==> src/hw/rtl/fms_pkg.sv <==
// ----------------------------------------------------------------------------
// fms_pkg: shared types, constants and arithmetic helpers
// Q16.16 / Q48.16 saturating arithmetic and sizes for the FM scorer.
// ----------------------------------------------------------------------------
package fms_pkg;

  localparam int MaxFeatures = 1024;
  localparam int MaxFactors  = 8;
  localparam int MaxTargets  = 4;

  localparam int FeatW    = $clog2(MaxFeatures);
  localparam int FacW     = $clog2(MaxFactors);
  localparam int TgtW     = $clog2(MaxTargets);
  localparam int LinAddrW = TgtW + FeatW;
  localparam int FacAddrW = TgtW + FeatW + FacW;
  localparam int LinDepth = MaxTargets * MaxFeatures;
  localparam int FacDepth = MaxTargets * MaxFeatures * MaxFactors;

  typedef enum logic [2:0] {
    OP_LINEAR  = 3'd0,
    OP_FACTOR  = 3'd1,
    OP_BIAS    = 3'd2,
    OP_FEATURE = 3'd3,
    OP_EVAL    = 3'd4
  } op_e;

  typedef enum logic [1:0] {
    CFG_FEATURES = 2'd0,
    CFG_FACTORS  = 2'd1,
    CFG_TARGETS  = 2'd2
  } cfg_idx_e;

  localparam logic signed [63:0] SatMax = {1'b0, {63{1'b1}}};
  localparam logic signed [63:0] SatMin = {1'b1, {63{1'b0}}};

  // shared multiplier control
  typedef struct packed {
    logic              start;
    logic signed [63:0] a;
    logic signed [63:0] b;
  } mul_req_t;

  typedef struct packed {
    logic              done;
    logic signed [63:0] res;
  } mul_rsp_t;

  function automatic logic signed [63:0] sext32(input logic signed [31:0] x);
    return {{32{x[31]}}, x};
  endfunction

  function automatic logic signed [63:0] sat_add(input logic signed [63:0] a,
                                                 input logic signed [63:0] b);
    logic [64:0] s;
    s = {a[63], a} + {b[63], b};
    if (s[64] != s[63]) begin
      return s[64] ? SatMin : SatMax;
    end
    return s[63:0];
  endfunction

  function automatic logic signed [63:0] sat_sub(input logic signed [63:0] a,
                                                 input logic signed [63:0] b);
    logic [64:0] s;
    s = {a[63], a} - {b[63], b};
    if (s[64] != s[63]) begin
      return s[64] ? SatMin : SatMax;
    end
    return s[63:0];
  endfunction

  // divide by two, rounding toward zero
  function automatic logic signed [63:0] half(input logic signed [63:0] d);
    logic signed [63:0] t;
    t = d + {63'd0, d[63]};
    return t >>> 1;
  endfunction

endpackage

==> src/hw/rtl/fms_mul.sv <==
// ----------------------------------------------------------------------------
// fms_mul: sequential Q16.16 multiplier
// 64x64 magnitude product from four 32x32 partials, scaled by 2^-16,
// truncated toward zero and saturated.
// ----------------------------------------------------------------------------
module fms_mul (
  input  logic             clk_i,
  input  logic             rst_ni,
  input  fms_pkg::mul_req_t req_i,
  output fms_pkg::mul_rsp_t rsp_o
);

  logic         busy_q, busy_d;
  logic         fin_q, fin_d;
  logic         done_q, done_d;
  logic [1:0]   step_q, step_d;
  logic [63:0]  ua_q, ua_d, ub_q, ub_d;
  logic         neg_q, neg_d;
  logic [127:0] acc_q, acc_d;
  logic signed [63:0] res_q, res_d;

  logic [31:0]  pa, pb;
  logic [63:0]  pp;
  logic [127:0] pp_sh;
  logic [63:0]  mag;

  assign pa = step_q[1] ? ua_q[63:32] : ua_q[31:0];
  assign pb = step_q[0] ? ub_q[63:32] : ub_q[31:0];
  assign pp = pa * pb;
  assign mag = acc_q[79:16];

  always_comb begin
    unique case (step_q)
      2'd0:    pp_sh = {64'd0, pp};
      2'd3:    pp_sh = {pp, 64'd0};
      default: pp_sh = {32'd0, pp, 32'd0};
    endcase
  end

  always_comb begin
    busy_d = busy_q;
    fin_d  = 1'b0;
    done_d = 1'b0;
    step_d = step_q;
    ua_d   = ua_q;
    ub_d   = ub_q;
    neg_d  = neg_q;
    acc_d  = acc_q;
    res_d  = res_q;
    if (req_i.start) begin
      busy_d = 1'b1;
      step_d = 2'd0;
      ua_d   = req_i.a[63] ? 64'(-req_i.a) : 64'(req_i.a);
      ub_d   = req_i.b[63] ? 64'(-req_i.b) : 64'(req_i.b);
      neg_d  = req_i.a[63] ^ req_i.b[63];
      acc_d  = '0;
    end else if (busy_q) begin
      acc_d  = acc_q + pp_sh;
      step_d = step_q + 2'd1;
      if (step_q == 2'd3) begin
        busy_d = 1'b0;
        fin_d  = 1'b1;
      end
    end
    if (fin_q) begin
      done_d = 1'b1;
      if (|acc_q[127:80]) begin
        res_d = neg_q ? fms_pkg::SatMin : fms_pkg::SatMax;
      end else if (neg_q) begin
        res_d = mag[63] ? fms_pkg::SatMin : -$signed(mag);
      end else begin
        res_d = mag[63] ? fms_pkg::SatMax : $signed(mag);
      end
    end
  end

  always_ff @(posedge clk_i or negedge rst_ni) begin
    if (!rst_ni) begin
      busy_q <= 1'b0;
      fin_q  <= 1'b0;
      done_q <= 1'b0;
      step_q <= 2'd0;
    end else begin
      busy_q <= busy_d;
      fin_q  <= fin_d;
      done_q <= done_d;
      step_q <= step_d;
    end
  end

  always_ff @(posedge clk_i) begin
    ua_q  <= ua_d;
    ub_q  <= ub_d;
    neg_q <= neg_d;
    acc_q <= acc_d;
    res_q <= res_d;
  end

  assign rsp_o.done = done_q;
  assign rsp_o.res  = res_q;

endmodule

==> config.mk <==
export PLATFORM = sky130hd
export DESIGN_NAME = fms_mul
export DESIGN_NICKNAME = d
export VERILOG_FILES = /design/src/hw/rtl/fms_pkg.sv /design/src/hw/rtl/fms_mul.sv
export SDC_FILE = /design/constraint.sdc
export NUM_CORES = 2
export LEC_CHECK = 0
export BUFFER_PORTS_ARGS = -buffer_cell sky130_fd_sc_hd__buf_2
export CORE_UTILIZATION = 52
export CTS_BUF_LIST = sky130_fd_sc_hd__clkbuf_8 sky130_fd_sc_hd__clkbuf_16
export DETAILED_ROUTE_END_ITERATION = 6
export GPL_TIMING_DRIVEN = 0
export MAX_ROUTING_LAYER = met4
export PLACE_DENSITY = 0.76
export SYNTH_ARGS = -nofsm -noshare
export SYNTH_HDL_FRONTEND = slang
export SYNTH_SLANG_ARGS = --single-unit
==> constraint.sdc <==
create_clock -name clk_i -period 14.6 [get_ports clk_i]
set_clock_uncertainty 0.2 [all_clocks]
set_input_delay 1.46 -clock clk_i [delete_from_list [all_inputs] [get_ports clk_i]]
set_output_delay 1.46 -clock clk_i [all_outputs]
set_load 0.05 [all_outputs]
==> results_dict.tcl <==
set metrics [dict create \
    crit_cells 37 \
    drv_cap 1 \
    drt_wl_total_um 229000 \
    first_pass_iters 7 \
    yosys_warnings 0 \
    grt_pass1_vias 50600 \
    fillerInstances 10100 \
    syn-cell-area_um2 57700 \
    ant_nets 0 \
    gp_congestion 1.06 \
    port_buffers 193 \
    cts_tree "built" \
    relSlewSlack -0.0106 \
    viasPerCell 6.17 \
    critPathTopFamily "adder cells" \
    critPathSlowestCell "clkbuf_1" \
    grt_max_degree 79 \
    synth_area_leaders "fa_1, edfxtp_1, ha_1" \
    synth_most_common_cell "inv_1" \
    ios 196 \
    cts_hold_buf 0 \
    synth_seq_cells 326 \
    core_um2 109000 \
    crit_buf_inv 6 \
    chipHeight_um 335 \
    fin_nets 8382 \
    dieWidth_um 335 \
    stdcell_count 8479 \
    cts_sinks 326 \
    fin_crit_sh 0.995 \
    path_class "reg -> reg" \
    overflow 0 \
    cp-start-kind "flop" \
    grt.total_usage 0.417 \
    clock.fmax_ghz 0.0689 \
    required_ns 14.91 \
    clk_pin_slew_ns 0.06 \
    numCtsBuffers 41 \
    worst_slew_pin_slew_ns 1.47 \
    antenna_found_initial 14 \
    ys_types 87 \
    critPathCaptureType "flop" \
    ys_seq_area_frac 0.147 \
    status "complete, but fails checks" \
    drive_gt1_frac 0.0789 \
    syn_area_per_cell_um2 8.61 \
    crit_fanout 10 \
    drc_errors 0 \
    dieArea_um2 112000 \
    root_buffer "clkbuf_16" \
    fin_crit_ns 14.52 \
    wl_per_cell_um 27.0 \
    synth_common_cells "inv_1, nor2_1, fa_1" \
    r2r_slack_ns 0.08 \
    hpwl_um 192000 \
    placed_cells 8382 \
    r2r_start "step_q[1]" \
    worst_path_most_repeated_cell "fa_1" \
    cts_max_path_buffers 3 \
    rr_worst_depth 37 \
    syn_inst 6703 \
    synthFlopType "edfxtp_1" \
    synth_edf_count 193 \
    area_delta_synth_final_pct 8.95 \
    violations "capacitance limit, slew limit" \
    setup_viol 0 \
    dr.first_iter.drc_count 6478 \
    synth_nets 8133 \
    hold_slack_ns 0.288 \
    yosysTopAreaCellShare 0.311 \
    r2r-end "acc_q[127]" \
    grt_first_pass_wirelength_um 331000 \
    finalMaxSlewViolations 1 \
    finalHoldViolations 0 \
    critPathArrivalTime_ns 14.83 \
    critical-path-max-stage-delay_ns 0.75 \
    synthArstFlopShare 0.0153 \
    cp-endpoint "acc_q[127]" \
    num_rows 121 \
    clk_latency_ns 0.64 \
    startpoint "step_q[1]" \
    start_util 0.527 \
    vias 52300 \
    hold_class "reg -> reg" \
    synth.largest_area_cell "fa_1" \
    htreeDepth 2 \
]
kinds of logic after synthesis:
family / after synthesis / synth area share
AO/OA/AOI/OAI: 1115 / 0.126
XOR/XNOR: 306 / 0.0465
adder cells (fa/ha/maj): 1299 / 0.399
buffers and inverters: 1260 / 0.0821
flip-flops: 326 / 0.147
multiplexers: 178 / 0.0323
AND/OR/NAND/NOR: 2219 / 0.168
worst register-to-register path, delay by kind of cell (launching register included):
kind,cells,cell delay [ns]
buffers and inverters,6,1.97
AND/OR/NAND/NOR,9,1.95
multiplexers,2,1.00
XOR/XNOR,1,0.65
adder cells (fa/ha/maj),10,4.55
flip-flops,1,0.50
AO/OA/AOI/OAI,9,3.57
cell usage in the layout, fill, tap and decap left out, types with 50 or more instances in the layout:
| master | netlist | routed |
|---|---|---|
| inv_1 | 920 | 926 |
| nor2_1 | 901 | 899 |
| fa_1 | 897 | 897 |
| nand2_1 | 790 | 790 |
| ha_1 | 402 | 402 |
| a21oi_1 | 299 | 299 |
| o21ai_0 | 252 | 248 |
| clkbuf_1 | 322 | 239 |
| xnor2_1 | 225 | 216 |
| buf_2 | 2 | 199 |
| edfxtp_1 | 193 | 193 |
| dfxtp_1 | 128 | 128 |
| a21o_1 | 123 | 123 |
| nand4_1 | 90 | 90 |
| xor2_1 | 81 | 78 |
| clkbuf_2 | 0 | 74 |
| mux2i_1 | 115 | 73 |
| and2_1 | 73 | 73 |
| nor3_1 | 70 | 70 |
| o31ai_1 | 67 | 65 |
| mux2_2 | 53 | 52 |
| o21bai_1 | 52 | 52 |
| or3_1 | 50 | 50 |
| a22o_1 | 50 | 50 |
through the flow:
step | utilization | TNS [ns] | area [µm²] | setup slack [ns]
5_1_grt | 0.574 | -0.00834 | 62800 | -0.00570
3_5_place_dp | 0.554 | -83.35 | 60700 | -2.09
6_report | 0.574 | 0 | 62800 | 0.0774
2_1_floorplan | - | 0 | 57700 | 3.04
3_3_place_gp | 0.553 | -91.97 | 60500 | -2.18
4_1_cts | 0.571 | 0 | 62500 | 0.0104
how the worst min path moves through the flow:
stage	depth (start not counted)	slack, ns	to	from
floorplan	2	0.25	acc_q[103]	acc_q[103]
global placement	2	0.27	acc_q[84]	acc_q[84]
detailed placement	2	0.28	acc_q[100]	acc_q[100]
CTS	2	0.29	acc_q[88]	acc_q[88]
global route	2	0.31	acc_q[100]	acc_q[100]
finish	2	0.29	acc_q[112]	acc_q[112]
per-layer routing:
| layer | track usage | up-vias | wire (µm) |
|---|---|---|---|
| li1 | - | 22500 | - |
| met1 | 0.548 | 25800 | 89100 |
| met2 | 0.597 | 3324 | 97600 |
| met3 | 0.121 | 645 | 30600 |
| met4 | 0.180 | 0 | 11500 |
| met5 | - | - | 0 |
area by class of cell:
class / count / area [µm²] / area share
multi-input combinational: 5117 / 45000 / 0.716
sequential: 326 / 8480 / 0.135
inverter: 922 / 3460 / 0.0551
tap: 1476 / 1850 / 0.0294
buffer: 331 / 1370 / 0.0218
timing repair buffer: 213 / 1210 / 0.0192
clock buffer: 44 / 1070 / 0.0170
clock inverter: 31 / 364 / 0.00579
antenna: 19 / 47.5 / 0.000757
sequential cells by signal, summed over array words and instances, names as in the netlist:
name and cells:
fin_q 1, ub_q 64, ua_q 64, neg_q 1
step_q 2, done_q 1, acc_q 128, res_q 64
busy_q 1
timing repair:
item,CTS,global route
gates resized for setup,126,110
pin swaps,0,1
endpoints found under the setup margin,73,46
buffers inserted,0,10
Power is left out: the tool's default activity adds up to more than one toggle a clock period on the data nets, which glitch-free logic cannot reach.
